### config.mk
export PLATFORM = sky130hd
export DESIGN_NAME = csv_record_field_splitter
export DESIGN_NICKNAME = d
export VERILOG_FILES = /design/src/csvs_pkg.sv /design/src/csvs_front.sv /design/src/csvs_queue.sv /design/src/csvs_back.sv /design/src/csv_record_field_splitter.sv
export VERILOG_INCLUDE_DIRS = /design/src /design/src/src
export SDC_FILE = /design/constraint.sdc
export NUM_CORES = 1
export LEC_CHECK = 0
export BUFFER_PORTS_ARGS = -buffer_cell sky130_fd_sc_hd__buf_2
export CAP_MARGIN = 20
export CORE_MARGIN = 4
export CORE_UTILIZATION = 35
export CTS_CLUSTER_SIZE = 8
export DETAILED_ROUTE_END_ITERATION = 8
export HOLD_SLACK_MARGIN = 0.02
export SYNTH_ARGS = -nofsm -noshare
export SYNTH_HDL_FRONTEND = slang
export SYNTH_SLANG_ARGS = --single-unit
### constraint.sdc
create_clock -name clk -period 8.8 [get_ports clk]
set_input_delay 0 -clock clk [delete_from_list [all_inputs] [get_ports clk]]
set_output_delay 0 -clock clk [all_outputs]
set_load 0.05 [all_outputs]
### src/csv_record_field_splitter_assert.svh
// Assertion macros shared by the CSV record field splitter.
`ifndef CSV_RECORD_FIELD_SPLITTER_ASSERT_SVH
`define CSV_RECORD_FIELD_SPLITTER_ASSERT_SVH

// Same-cycle implication, checked at every rising edge outside reset.
`define CSVS_ASSERT_NOW(label, clk, rst, ante, cons) \
  label: assert property (@(posedge clk) disable iff (rst) (ante) |-> (cons)) \
    else $error("CSV splitter check failed");

// Next-cycle implication, checked at every rising edge outside reset.
`define CSVS_ASSERT_NEXT(label, clk, rst, ante, cons) \
  label: assert property (@(posedge clk) disable iff (rst) (ante) |=> (cons)) \
    else $error("CSV splitter check failed");

`endif

### src/csvs_pkg.sv
// Shared types and codes for the CSV record field splitter.
package csvs_pkg;

  localparam logic [1:0] OP_BYTE      = 2'd0;
  localparam logic [1:0] OP_BYTE_LAST = 2'd1;
  localparam logic [1:0] OP_END       = 2'd2;

  localparam logic [2:0] ERR_NONE      = 3'd0;
  localparam logic [2:0] ERR_BAD_CHAR  = 3'd1;
  localparam logic [2:0] ERR_UNTERM    = 3'd2;
  localparam logic [2:0] ERR_JUNK      = 3'd3;
  localparam logic [2:0] ERR_OVERFLOW  = 3'd4;

  localparam logic REG_RFC_MODE  = 1'b0;
  localparam logic REG_SEPARATOR = 1'b1;

  localparam logic [7:0] SEPARATOR_RESET = 8'h2C;

  typedef struct packed {
    logic [7:0] data;
    logic       byte_valid;
    logic       field_end;
    logic       record_end;
    logic [2:0] error_code;
  } result_t;

  typedef struct packed {
    logic       hold_wr;
    logic       flush;
    logic       flush_bytes;
    logic       hold_clr;
    logic       has_main;
    result_t    main;
    logic       has_end;
    logic [2:0] end_err;
  } cmd_t;

endpackage

### src/csvs_front.sv
// Front end: accepts record bytes, tracks parse state and issues commands.
module csvs_front #(
  parameter int WS_HOLD_DEPTH
) (
  input  logic          clk,
  input  logic          rst,
  input  logic          rfc_mode,
  input  logic [7:0]    separator,
  input  logic          accept,
  input  logic [1:0]    op,
  input  logic [7:0]    data_byte,
  output logic          push,
  output csvs_pkg::cmd_t cmd
);
  import csvs_pkg::*;

  localparam int CW = $clog2(WS_HOLD_DEPTH + 1);

  localparam logic [7:0] CH_TAB   = 8'h09;
  localparam logic [7:0] CH_LF    = 8'h0A;
  localparam logic [7:0] CH_CR    = 8'h0D;
  localparam logic [7:0] CH_SPACE = 8'h20;
  localparam logic [7:0] CH_QUOTE = 8'h22;
  localparam logic [7:0] CH_COMMA = 8'h2C;
  localparam logic [7:0] CH_TILDE = 8'h7E;

  typedef enum logic [2:0] {
    PH_FIRST  = 3'd0,
    PH_IN     = 3'd1,
    PH_QUOTED = 3'd2,
    PH_QQ     = 3'd3,
    PH_START  = 3'd4
  } phase_t;

  phase_t          phase;
  phase_t          phase_next;
  phase_t          ph_simple;
  logic [CW-1:0]   held_count;
  logic [CW-1:0]   held_count_next;
  logic            cr_pending;
  logic            cr_pending_next;
  logic [2:0]      record_error;
  logic [2:0]      record_error_next;
  logic [2:0]      end_err;
  logic            is_space;
  logic            is_byte;
  logic            is_last;
  logic            ends;

  assign is_space = (data_byte == CH_SPACE) || (data_byte == CH_TAB) ||
                    (data_byte == CH_CR) || (data_byte == CH_LF);
  assign is_byte  = (op == OP_BYTE) || (op == OP_BYTE_LAST);
  assign is_last  = (op == OP_BYTE_LAST);
  assign ends     = (op != OP_BYTE);
  assign ph_simple = ((phase == PH_QUOTED) || (phase == PH_QQ)) ? PH_IN : phase;

  always_comb begin
    cmd               = '0;
    phase_next        = phase;
    held_count_next   = held_count;
    cr_pending_next   = cr_pending;
    record_error_next = record_error;
    end_err           = ERR_NONE;
    if (is_byte && (record_error == ERR_NONE)) begin
      if (!rfc_mode) begin
        if (is_space) begin
          if ((ph_simple == PH_FIRST) ||
              ((ph_simple == PH_START) && (data_byte != separator))) begin
            cmd.hold_wr = 1'b0;
          end else if (held_count == CW'(WS_HOLD_DEPTH)) begin
            record_error_next = ERR_OVERFLOW;
          end else begin
            cmd.hold_wr     = 1'b1;
            cmd.main.data   = data_byte;
            held_count_next = held_count + CW'(1);
          end
        end else begin
          cmd.flush       = 1'b1;
          cmd.flush_bytes = (ph_simple == PH_IN) && (data_byte != separator);
          cmd.has_main    = 1'b1;
          held_count_next = '0;
          if (data_byte == separator) begin
            cmd.main.field_end = 1'b1;
            phase_next         = PH_START;
          end else begin
            cmd.main.data       = data_byte;
            cmd.main.byte_valid = 1'b1;
            phase_next          = PH_IN;
          end
        end
      end else if (cr_pending) begin
        cr_pending_next = 1'b0;
        if (!((data_byte == CH_LF) && is_last)) begin
          record_error_next = (phase == PH_QQ) ? ERR_JUNK : ERR_BAD_CHAR;
        end
      end else if (phase == PH_QUOTED) begin
        if (data_byte == CH_QUOTE) begin
          phase_next = PH_QQ;
        end else begin
          cmd.has_main        = 1'b1;
          cmd.main.data       = data_byte;
          cmd.main.byte_valid = 1'b1;
        end
      end else if (phase == PH_QQ) begin
        if (data_byte == CH_QUOTE) begin
          phase_next          = PH_QUOTED;
          cmd.has_main        = 1'b1;
          cmd.main.data       = data_byte;
          cmd.main.byte_valid = 1'b1;
        end else if (data_byte == CH_COMMA) begin
          phase_next         = PH_START;
          cmd.has_main       = 1'b1;
          cmd.main.field_end = 1'b1;
        end else if (data_byte == CH_CR) begin
          cr_pending_next = 1'b1;
        end else begin
          record_error_next = ERR_JUNK;
        end
      end else if (data_byte == CH_CR) begin
        cr_pending_next = 1'b1;
      end else if ((data_byte < CH_SPACE) || (data_byte > CH_TILDE)) begin
        record_error_next = ERR_BAD_CHAR;
      end else if (data_byte == CH_COMMA) begin
        phase_next         = PH_START;
        cmd.has_main       = 1'b1;
        cmd.main.field_end = 1'b1;
      end else if ((data_byte == CH_QUOTE) && (phase != PH_IN)) begin
        phase_next = PH_QUOTED;
      end else begin
        phase_next          = PH_IN;
        cmd.has_main        = 1'b1;
        cmd.main.data       = data_byte;
        cmd.main.byte_valid = 1'b1;
      end
    end
    if (ends) begin
      end_err = record_error_next;
      if ((record_error_next == ERR_NONE) && rfc_mode) begin
        if (cr_pending_next) begin
          end_err = (phase_next == PH_QQ) ? ERR_JUNK : ERR_BAD_CHAR;
        end else if (phase_next == PH_QUOTED) begin
          end_err = ERR_UNTERM;
        end
      end
      if (is_last && cmd.has_main && cmd.main.byte_valid && (end_err == ERR_NONE)) begin
        cmd.main.field_end  = 1'b1;
        cmd.main.record_end = 1'b1;
      end else begin
        cmd.has_end = 1'b1;
        cmd.end_err = end_err;
      end
      cmd.hold_wr       = 1'b0;
      cmd.hold_clr      = 1'b1;
      phase_next        = PH_FIRST;
      held_count_next   = '0;
      cr_pending_next   = 1'b0;
      record_error_next = ERR_NONE;
    end
  end

  assign push = accept && (cmd.hold_wr || cmd.has_main || cmd.has_end);

  always_ff @(posedge clk) begin
    if (rst) begin
      phase        <= PH_FIRST;
      held_count   <= '0;
      cr_pending   <= 1'b0;
      record_error <= ERR_NONE;
    end else if (accept) begin
      phase        <= phase_next;
      held_count   <= held_count_next;
      cr_pending   <= cr_pending_next;
      record_error <= record_error_next;
    end
  end

endmodule

### src/csvs_queue.sv
// Two-entry command queue between the front and back ends.
module csvs_queue (
  input  logic           clk,
  input  logic           rst,
  input  logic           push,
  input  csvs_pkg::cmd_t push_cmd,
  input  logic           pop,
  output logic           head_valid,
  output csvs_pkg::cmd_t head_cmd,
  output logic           full
);
  import csvs_pkg::*;

  localparam int QDEPTH = 2;
  localparam int QAW    = $clog2(QDEPTH);
  localparam int QCW    = $clog2(QDEPTH + 1);

  cmd_t           slots [QDEPTH];
  logic [QAW-1:0] wr_ptr;
  logic [QAW-1:0] rd_ptr;
  logic [QCW-1:0] count;
  logic           do_push;
  logic           do_pop;

  assign full       = (count == QCW'(QDEPTH));
  assign head_valid = (count != '0);
  assign head_cmd   = slots[rd_ptr];
  assign do_push    = push && !full;
  assign do_pop     = pop && head_valid;

  always_ff @(posedge clk) begin
    if (do_push) begin
      slots[wr_ptr] <= push_cmd;
    end
  end

  always_ff @(posedge clk) begin
    if (rst) begin
      wr_ptr <= '0;
      rd_ptr <= '0;
      count  <= '0;
    end else begin
      if (do_push) begin
        wr_ptr <= wr_ptr + QAW'(1);
      end
      if (do_pop) begin
        rd_ptr <= rd_ptr + QAW'(1);
      end
      if (do_push && !do_pop) begin
        count <= count + QCW'(1);
      end else if (do_pop && !do_push) begin
        count <= count - QCW'(1);
      end
    end
  end

endmodule

### src/csvs_back.sv
// Back end: holds inner whitespace and drives the result register.
module csvs_back #(
  parameter int WS_HOLD_DEPTH
) (
  input  logic           clk,
  input  logic           rst,
  input  logic [7:0]     separator,
  input  logic           head_valid,
  input  csvs_pkg::cmd_t head_cmd,
  output logic           pop,
  output logic           result_valid,
  input  logic           result_stall,
  output logic [7:0]     out_byte,
  output logic           byte_valid,
  output logic           field_end,
  output logic           record_end,
  output logic [2:0]     error_code
);
  import csvs_pkg::*;

  localparam int CW = $clog2(WS_HOLD_DEPTH + 1);
  localparam int AW = (WS_HOLD_DEPTH > 1) ? $clog2(WS_HOLD_DEPTH) : 1;

  typedef enum logic [2:0] {
    B_IDLE,
    B_SCAN,
    B_SEPS,
    B_HELD,
    B_MAIN,
    B_END
  } back_state_t;

  back_state_t   state;
  cmd_t          cmd;
  logic [7:0]    held_space [WS_HOLD_DEPTH];
  logic [7:0]    rd_data;
  logic [CW-1:0] ptr;
  logic [CW-1:0] idx;
  logic [CW-1:0] seps;
  logic          dat_ok;
  logic          load_ok;
  logic          head_flush_busy;
  logic          head_needs_out;
  logic          rd_issue;
  logic          mem_we;

  assign load_ok         = !result_valid || !result_stall;
  assign head_flush_busy = head_cmd.flush && (ptr != '0);
  assign head_needs_out  = head_cmd.has_main || head_cmd.has_end;
  assign pop = (state == B_IDLE) && head_valid &&
               (head_flush_busy || !head_needs_out || load_ok);
  assign mem_we   = pop && head_cmd.hold_wr;
  assign rd_issue = ((state == B_SCAN) && (idx < ptr)) ||
                    ((state == B_HELD) && !dat_ok);

  always_ff @(posedge clk) begin
    if (mem_we) begin
      held_space[ptr[AW-1:0]] <= head_cmd.main.data;
    end
    if (rd_issue) begin
      rd_data <= held_space[idx[AW-1:0]];
    end
  end

  always_ff @(posedge clk) begin
    if (rst) begin
      state        <= B_IDLE;
      ptr          <= '0;
      dat_ok       <= 1'b0;
      result_valid <= 1'b0;
    end else begin
      if (result_valid && !result_stall) begin
        result_valid <= 1'b0;
      end
      case (state)
        B_IDLE: begin
          if (pop) begin
            if (head_cmd.hold_wr) begin
              ptr <= ptr + CW'(1);
            end
            if (head_flush_busy) begin
              cmd   <= head_cmd;
              idx   <= '0;
              seps  <= '0;
              state <= B_SCAN;
            end else begin
              if (head_cmd.hold_clr || head_cmd.flush) begin
                ptr <= '0;
              end
              if (head_cmd.has_main) begin
                result_valid <= 1'b1;
                out_byte     <= head_cmd.main.data;
                byte_valid   <= head_cmd.main.byte_valid;
                field_end    <= head_cmd.main.field_end;
                record_end   <= head_cmd.main.record_end;
                error_code   <= head_cmd.main.error_code;
                if (head_cmd.has_end) begin
                  cmd   <= head_cmd;
                  state <= B_END;
                end
              end else if (head_cmd.has_end) begin
                result_valid <= 1'b1;
                out_byte     <= '0;
                byte_valid   <= 1'b0;
                field_end    <= 1'b1;
                record_end   <= 1'b1;
                error_code   <= head_cmd.end_err;
              end
            end
          end
        end
        B_SCAN: begin
          dat_ok <= rd_issue;
          if (rd_issue) begin
            idx <= idx + CW'(1);
          end
          if (dat_ok && (rd_data == separator)) begin
            seps <= seps + CW'(1);
          end
          if (!rd_issue && !dat_ok) begin
            idx <= '0;
            if (seps != '0) begin
              state <= B_SEPS;
            end else if (cmd.flush_bytes) begin
              state <= B_HELD;
            end else begin
              ptr   <= '0;
              state <= B_MAIN;
            end
          end
        end
        B_SEPS: begin
          if (load_ok) begin
            result_valid <= 1'b1;
            out_byte     <= '0;
            byte_valid   <= 1'b0;
            field_end    <= 1'b1;
            record_end   <= 1'b0;
            error_code   <= ERR_NONE;
            seps         <= seps - CW'(1);
            if (seps == CW'(1)) begin
              ptr   <= '0;
              state <= B_MAIN;
            end
          end
        end
        B_HELD: begin
          if (!dat_ok) begin
            dat_ok <= 1'b1;
          end else if (load_ok) begin
            result_valid <= 1'b1;
            out_byte     <= rd_data;
            byte_valid   <= 1'b1;
            field_end    <= 1'b0;
            record_end   <= 1'b0;
            error_code   <= ERR_NONE;
            dat_ok       <= 1'b0;
            idx          <= idx + CW'(1);
            if ((idx + CW'(1)) == ptr) begin
              ptr   <= '0;
              state <= B_MAIN;
            end
          end
        end
        B_MAIN: begin
          if (!cmd.has_main) begin
            state <= cmd.has_end ? B_END : B_IDLE;
          end else if (load_ok) begin
            result_valid <= 1'b1;
            out_byte     <= cmd.main.data;
            byte_valid   <= cmd.main.byte_valid;
            field_end    <= cmd.main.field_end;
            record_end   <= cmd.main.record_end;
            error_code   <= cmd.main.error_code;
            state        <= cmd.has_end ? B_END : B_IDLE;
          end
        end
        B_END: begin
          if (load_ok) begin
            result_valid <= 1'b1;
            out_byte     <= '0;
            byte_valid   <= 1'b0;
            field_end    <= 1'b1;
            record_end   <= 1'b1;
            error_code   <= cmd.end_err;
            state        <= B_IDLE;
          end
        end
        default: begin
          state <= B_IDLE;
        end
      endcase
    end
  end

endmodule

### src/csv_record_field_splitter.sv
// Top level of the CSV record field splitter.
// Record bytes arrive one beat at a time on op and data_byte, qualified by
// item_valid and held back by item_stall. Field bytes and field and record
// end marks leave one beat at a time on the result channel, qualified by
// result_valid and held by result_stall. The configuration channel writes
// rfc_mode (index 0) or separator (index 1) from cfg_data; cfg_ready is high.
// A beat that yields a single result passes through the command queue and
// the result register, and such beats flow at one per cycle while the
// receiver does not stall. A non-space byte that follows n held whitespace
// bytes first scans the hold memory, then emits one field end per cycle
// for each held separator while not stalled, or else each held byte of the
// field, so the hold memory read loop sets the cost of a flush. Reset clears
// the parse state and sets rfc_mode to 0 and separator to a comma. While the
// receiver stalls, the result register holds its beat, the two-entry command
// queue fills, and item_stall rises once the queue is full.
module csv_record_field_splitter #(
  parameter int WS_HOLD_DEPTH = 16
) (
  input  logic       clk,
  input  logic       rst,
  input  logic       item_valid,
  output logic       item_stall,
  input  logic [1:0] op,
  input  logic [7:0] data_byte,
  output logic       result_valid,
  input  logic       result_stall,
  output logic [7:0] out_byte,
  output logic       byte_valid,
  output logic       field_end,
  output logic       record_end,
  output logic [2:0] error_code,
  input  logic       cfg_valid,
  output logic       cfg_ready,
  input  logic       cfg_index,
  input  logic [7:0] cfg_data
);
  import csvs_pkg::*;

  `include "csv_record_field_splitter_assert.svh"

  logic       rfc_mode;
  logic [7:0] separator;
  logic       accept;
  logic       push;
  cmd_t       push_cmd;
  logic       pop;
  logic       head_valid;
  cmd_t       head_cmd;
  logic       full;

  assign cfg_ready  = 1'b1;
  assign item_stall = full;
  assign accept     = item_valid && !full;

  always_ff @(posedge clk) begin
    if (rst) begin
      rfc_mode  <= 1'b0;
      separator <= SEPARATOR_RESET;
    end else if (cfg_valid && cfg_ready) begin
      case (cfg_index)
        REG_RFC_MODE:  rfc_mode  <= cfg_data[0];
        REG_SEPARATOR: separator <= cfg_data;
        default: begin
          rfc_mode <= rfc_mode;
        end
      endcase
    end
  end

  csvs_front #(
    .WS_HOLD_DEPTH(WS_HOLD_DEPTH)
  ) u_front (
    .clk       (clk),
    .rst       (rst),
    .rfc_mode  (rfc_mode),
    .separator (separator),
    .accept    (accept),
    .op        (op),
    .data_byte (data_byte),
    .push      (push),
    .cmd       (push_cmd)
  );

  csvs_queue u_queue (
    .clk        (clk),
    .rst        (rst),
    .push       (push),
    .push_cmd   (push_cmd),
    .pop        (pop),
    .head_valid (head_valid),
    .head_cmd   (head_cmd),
    .full       (full)
  );

  csvs_back #(
    .WS_HOLD_DEPTH(WS_HOLD_DEPTH)
  ) u_back (
    .clk          (clk),
    .rst          (rst),
    .separator    (separator),
    .head_valid   (head_valid),
    .head_cmd     (head_cmd),
    .pop          (pop),
    .result_valid (result_valid),
    .result_stall (result_stall),
    .out_byte     (out_byte),
    .byte_valid   (byte_valid),
    .field_end    (field_end),
    .record_end   (record_end),
    .error_code   (error_code)
  );

  `CSVS_ASSERT_NOW(a_record_end_ends_field, clk, rst,
    result_valid && record_end, field_end)
  `CSVS_ASSERT_NOW(a_error_only_on_bare_end, clk, rst,
    result_valid && (error_code != ERR_NONE), record_end && !byte_valid)
  `CSVS_ASSERT_NOW(a_mark_carries_zero_byte, clk, rst,
    result_valid && !byte_valid, out_byte == 8'h00)
  `CSVS_ASSERT_NEXT(a_stalled_beat_holds, clk, rst,
    result_valid && result_stall,
    result_valid && $stable({out_byte, byte_valid, field_end, record_end, error_code}))

endmodule

==> results of run 1 <==
[cell families after synthesis]
logic type,count (synthesis),share of synthesized area
buffers and inverters,78,0.02613
AO/OA/AOI/OAI,195,0.1096
AND/OR/NAND/NOR,270,0.1182
adder cells (fa/ha/maj),17,0.01828
multiplexers,70,0.08000
other,1,0.0003223
flip-flops,253,0.6219
XOR/XNOR,34,0.02559
[worst min-delay path by stage]
stage | from | to | slack, ns
after floorplan | cfg_data[2] | separator[2] | 0.12
after detailed placement | cfg_data[6] | separator[6] | 0.25
after CTS | cfg_index | separator[0] | 0.02
after global placement | cfg_data[6] | separator[6] | 0.25
final | data_byte[1] | u_queue.slots[1][8] | 0.04
after global routing | data_byte[0] | u_queue.slots[1][7] | 0.03
[cell usage in the layout, fill, tap and decap left out, types with 6 or more instances in the layout]
cell type        n
a221oi_1        11
clkbuf_16       37
mux2_2          24
mux2i_1         30
mux4_2          16
o211ai_1        10
a21oi_1         63
or3_1           12
clkbuf_1        20
dlygate4sd3_1   19
a222oi_1         8
buf_2           40
inv_1           31
a211oi_1         7
a31oi_1          8
nor2_1          69
xnor2_1         12
edfxtp_1       217
dfxtp_1         36
nand3_1         19
ha_1            17
nand2b_1        11
o21ai_0         36
nor2b_1          6
and2_1          17
nand2_1         69
xor2_1          22
a22oi_1         11
buf_4            6
nand4_1          7
nor3_1          23
[synthesized netlist by cell type (12+ instances only)]
library cell	number
mux2i_1	30
mux4_2	16
mux2_2	24
o21ai_0	36
or3_1	12
a21oi_1	63
clkbuf_1	37
edfxtp_1	217
xnor2_1	12
nor3_1	24
inv_1	31
nand2_1	69
xor2_1	22
dfxtp_1	36
nand3_1	19
nor2_1	69
and2_1	17
ha_1	17
[cell type report]
| type | count | area, sq um | share of cell area |
|---|---|---|---|
| clock buffers | 57 | 1001 | 0.07414 |
| well taps | 442 | 553.0 | 0.04096 |
| repair buffers | 66 | 440.4 | 0.03262 |
| inverters | 34 | 127.6 | 0.009453 |
| flip-flops and latches | 253 | 7237 | 0.5361 |
| clock inverters | 4 | 41.29 | 0.003058 |
| multi-input cells | 587 | 4100 | 0.3037 |
[per-layer routing]
| metal | global-route usage | part of all wire | vias up |
|---|---|---|---|
| li1 | - | - | 3626 |
| met1 | 0.2102 | 0.43 | 3774 |
| met2 | 0.2536 | 0.49 | 256 |
| met3 | 0.02417 | 0.058 | 39 |
| met4 | 0.04503 | 0.022 | 0 |
| met5 | 0 | 0 | - |
[registers in the layout (all words and copies together), names as in the netlist, 2 cells and up, named ones only]
| register | cells |
|---|---|
| separator | 8 |
| u_back.cmd | 17 |
| u_back.error_code | 3 |
| u_back.held_space | 128 |
| u_back.idx | 5 |
| u_back.out_byte | 8 |
| u_back.ptr | 5 |
| u_back.rd_data | 8 |
| u_back.seps | 5 |
| u_back.state | 3 |
| u_front.held_count | 5 |
| u_front.phase | 3 |
| u_front.record_error | 3 |
| u_queue.count | 2 |
| u_queue.slots | 40 |
[report_power, final]
| part | total (mW) | leakage [nW] | switching (mW) | internal [mW] |
|---|---|---|---|---|
| Combinational | 0.902 | 1.82 | 0.603 | 0.299 |
| Clock | 1.27 | 0.500 | 0.489 | 0.779 |
| Sequential | 1.62 | 2.28 | 0.112 | 1.51 |
[worst max-delay path, stage by stage, from the launching register on]
cell and delay, ns:
dfxtp_1 0.96, mux2_2 0.33, a221oi_1 0.15, a21boi_1 0.41, inv_1 0.11, nor2_1 0.34, nand2_1 0.28, nor3_1 0.85
[per-stage QoR]
| stage | instance area (sq um) | worst slack (ns) | hold slack [ns] | util | instances |
|---|---|---|---|---|---|
| global route | 13500 | 4.658 | 0.03495 | 0.4128 | 1443 |
| CTS | 13480 | 4.954 | 0.02091 | 0.4123 | 1440 |
| global placement | 12250 | 5.145 | 0.2521 | 0.3746 | 1360 |
| detailed placement | 12250 | 4.995 | 0.2500 | 0.3746 | 1360 |
| floorplan | 11640 | 5.463 | 0.1242 | - | 918 |
| finish | 13500 | 4.975 | 0.04257 | 0.4128 | 1443 |
[repair_timing]
item,CTS,global route
setup endpoints to repair,0,0
endpoints found under the hold margin,26,0
hold buffers,19,0
==> flow_metrics.py, run 1 <==
metrics = {
    "synthesis": {
        "syn_nets": 959,
        "synth_top_area_share": 0.5600,
        "synth_top_area_cell": "edfxtp_1",
        "syn_area_sq_mm": 0.01164,
        "synthTopCellsByArea": "edfxtp_1 56%, dfxtp_1 6.2%, mux4_2 3.1%, a21oi_1 2.7%, mux2i_1 2.6%",
        "synth_cell_types": 75,
        "synthArstFlopShare": 0,
        "ys_ff_latch": 253,
        "syn-mean-instance-area_sq_um": 12.68,
        "synth-edff-count": 217,
        "ys_seq_area_frac": 0.6219,
        "synthCells": 918,
        "synth_flop_cell": "edfxtp_1",
        "yosysWarnings": 0,
    },
    "sta": {
        "worstMarginPinSlew_ns": 1.036,
        "setup_violations": 0,
        "period_share": 0.4346,
        "slew_headroom": 0.3038,
        "fmax_mhz": 261.4,
        "hold_violations": 0,
        "drv_slew": 0,
        "period_needed_ns": 3.825,
        "rsz0062_at_grt": "false",
        "skew_ns": 0.02084,
        "fin_tns_setup_ns": 0,
    },
    "worst_setup_path": {
        "r2r_end": "u_back.held_space[3][0]",
        "critPathKind": "reg -> reg",
        "startpoint_type": "register",
        "rr_worst_depth": 7,
        "worstPathArrival_ns": 3.93,
        "end_kind": "register",
        "rrSetupSlack_ns": 4.98,
        "path_max_fanout": 23,
        "required_ns": 8.91,
        "crit_end": "u_back.held_space[3][0]",
    },
    "placement": {
        "gp_congestion": 0.8523,
        "numPortBuffers": 39,
        "dp_hpwl_um": 19060,
    },
    "layout": {
        "nFillCells": 3060,
        "syn2layout_area_growth_pct": 16.02,
        "nets": 1020,
        "layout-drive-gt1-share": 0.1429,
        "diodes": 0,
    },
    "global_route": {
        "grt_pass1_wl_um": 43770,
        "grt_max_degree": 53,
        "grt_pass1_vias": 7650,
        "antenna_found_initial": 0,
        "grt_overflow": 0,
        "track_usage": 0.1534,
    },
    "clocking": {
        "clockBufferDepth": 3,
        "worstSkewPairLatency_ns": 0.51,
        "htreeDepth": 2,
        "post_cts_buffers": 0,
        "clk_pin_slew_ns": 0.05,
        "ctsResizeCount": 0,
        "clkSinkCount": 253,
        "cts_inserted_buffers": 37,
        "cts_tree": "yes",
        "clockRootBuffer": "clkbuf_16",
    },
    "die": {
        "die_h_um": 190.3,
        "io_pins": 41,
        "die_area_sq_mm": 0.03623,
        "rows": 66,
        "core_sq_mm": 0.03270,
        "die_x_um": 190.3,
        "initial_core_util": 0.3558,
    },
    "power": {
        "power_mw": 3.790,
        "power_density_mw_per_mm2": 280.8,
        "leakagePower_nw": 4.598,
        "peakVddDrop_mv": 0.1330,
    },
    "route": {
        "initialDrtViolationCount": 614,
        "vias": 7695,
        "avgViaCountPerCell": 5.333,
        "wl_per_cell_um": 19.37,
        "drt-pass1-iter-count": 6,
        "final_antenna_net_count": 0,
        "drc": 0,
        "wirelength_um": 27950,
    },
    "run": {
        "maxCapViolations": 0,
    },
    "status": {
        "status": "finished clean",
    },
    "min_path": {
        "min_path_cells": 2,
        "min_path_type": "in -> reg",
    },
}
Power figures use the tool's default switching activity.
==> inputs of run 2 (changes only) <==
==> constraint.sdc (replaced) <==
create_clock -name clk -period 3.38 [get_ports clk]
set_input_delay 0 -clock clk [delete_from_list [all_inputs] [get_ports clk]]
set_output_delay 0 -clock clk [all_outputs]
set_load 0.05 [all_outputs]
==> flow_metrics.py, run 2 (synthesized netlist as in run 1, its figures left out) <==
metrics = {
    "clocking": {
        "cts_tree": "yes",
        "cts_inserted_buffers": 37,
        "worstSkewPairLatency_ns": 0.52,
        "post_cts_buffers": 0,
        "clockBufferDepth": 3,
        "clockRootBuffer": "clkbuf_16",
        "clk_pin_slew_ns": 0.06,
        "htreeDepth": 2,
        "clkSinkCount": 253,
    },
    "layout": {
        "nFillCells": 3056,
        "nets": 1044,
        "seqCellArea_sq_mm": 0.007237,
        "layout-drive-gt1-share": 0.1614,
        "final_cell_mix": "217 x edfxtp_1, 69 x nand2_1, 69 x nor2_1, 63 x a21oi_1, 39 x buf_2",
        "largest_register_ffs": 128,
        "multiInputGateArea_sq_mm": 0.004101,
        "syn2layout_area_growth_pct": 17.40,
        "layout_commonest_cell": "edfxtp_1",
        "diodes": 0,
    },
    "route": {
        "wl_per_cell_um": 19.16,
        "vias": 7780,
        "initialDrtViolationCount": 661,
        "drt-pass1-iter-count": 5,
        "avgViaCountPerCell": 5.336,
        "drc": 0,
        "wirelength_um": 27930,
        "final_antenna_net_count": 0,
    },
    "global_route": {
        "track_usage": 0.1527,
        "grt_pass1_vias": 7437,
        "grt_use_met3": 0.02252,
        "grtUsageMet1": 0.2168,
        "grt_pass1_wl_um": 43310,
        "grt_max_degree": 50,
        "grt_overflow": 0,
        "antenna_found_initial": 0,
        "grt_util_met2": 0.2464,
        "grt_most_used_layer": "met2",
    },
    "min_path": {
        "min_path_type": "in -> reg",
        "hp-start": "cfg_index",
    },
    "worst_setup_path": {
        "worstPathArrival_ns": 3.27,
        "startpoint_type": "register",
        "critPathSlowestCell": "nor2_1",
        "worstReg2RegStart": "u_back.ptr[1]",
        "cp_slowest_stage_delay_ns": 0.63,
        "critPathKind": "reg -> reg",
        "path_cells": "inv_1 > ha_1 > or4b_2 > a221oi_1 > a21boi_1 > inv_1 > nor2_1 > nand2_1 > nor2_1",
        "end_kind": "register",
        "path_max_fanout": 8,
        "rrSetupSlack_ns": 0.24,
        "required_ns": 3.51,
        "crit_start": "u_back.ptr[1]",
    },
    "power": {
        "power_density_mw_per_mm2": 725.0,
        "leakagePower_nw": 4.711,
        "power_mw": 9.904,
        "power_frac_comb": 0.258,
        "internal-power_mw": 6.769,
        "pwr-share-seq": 0.413,
        "clockPowerShare": 0.329,
        "peakVddDrop_mv": 0.3354,
        "power_switching_mw": 3.136,
        "switching_share": 0.3166,
    },
    "sta": {
        "fin_tns_setup_ns": 0,
        "setup_slack_ns": 0.2407,
        "drv_slew": 0,
        "hold_violations": 0,
        "fmax_mhz": 318.5,
        "rsz0062_at_grt": "false",
        "worstMarginPinSlew_ns": 0.9739,
        "slew_headroom": 0.3457,
        "period_share": 0.9288,
        "setup_violations": 0,
        "skew_ns": 0.01758,
        "period_needed_ns": 3.139,
    },
    "placement": {
        "dpl_worst_slack_ns": 0.2121,
        "gp_congestion": 0.8894,
        "numPortBuffers": 39,
        "dp_hpwl_um": 18900,
    },
    "die": {
        "io_pins": 41,
        "rows": 66,
        "die_x_um": 190.3,
        "initial_core_util": 0.3558,
        "core_sq_mm": 0.03270,
        "die_h_um": 190.3,
        "die_area_sq_mm": 0.03623,
    },
    "run": {
        "maxCapViolations": 0,
    },
    "status": {
        "status": "finished clean",
    },
}
run 2: final cells by class:
cell class              instances  area share
inverters                      34    0.009342
multi-input cells             587      0.3002
clock buffers                  48     0.07080
flip-flops and latches        253      0.5298
clock inverters                 4    0.003023
well taps                     442     0.04048
repair buffers                 90     0.04635
run 2: timing repair:
action	in CTS	in global routing
hold buffers	22	0
endpoints found under the setup margin	0	1
endpoints found under the hold margin	35	0
resized for setup	0	1
run 2: final timing paths:
check,endpoint,cells after the start
max reg2reg,u_back.held_space[11][7],9
min reg2reg,register,2
min,separator[0],4
max,u_back.held_space[11][7],9
run 2: power by group through the flow:
| stage | Combinational [mW] | Sequential, mW | Clock, mW |
|---|---|---|---|
| 2_1_floorplan | 1.54 | 4.31 | 0 |
| 3_3_place_gp | 2.51 | 4.15 | 0 |
| 3_5_place_dp | 2.53 | 4.15 | 0 |
| 4_1_cts | 2.56 | 4.10 | 3.33 |
| 5_1_grt | 2.80 | 4.12 | 3.47 |
| 6_report | 2.56 | 4.09 | 3.26 |
run 2: stage by stage:
step / cell area (sq um) / hold slack (ns) / cells / util
4_1_cts: 13660 / 0.02226 / 1458 / 0.4177
6_report: 13660 / 0.02666 / 1458 / 0.4177
3_3_place_gp: 12430 / 0.2299 / 1384 / 0.3801
3_5_place_dp: 12430 / 0.2366 / 1384 / 0.3801
5_1_grt: 13660 / 0.06504 / 1458 / 0.4177
2_1_floorplan: 11640 / 0.1242 / 918 / -
run 2: per-layer routing:
metal  vias up  part of all wire
met3        41             0.050
met5         -                 0
met2       238              0.48
li1       3659                 -
met4         0             0.019
met1      3842              0.46
run 2: worst max-delay path: cells and delay by family, from the launching register on:
| family | cells | cell delay (ns) |
|---|---|---|
| compound gates | 2 | 0.38 |
| fa+ha+maj | 1 | 0.23 |
| buf+inv | 2 | 0.22 |
| flops | 1 | 0.43 |
| simple gates | 4 | 1.48 |
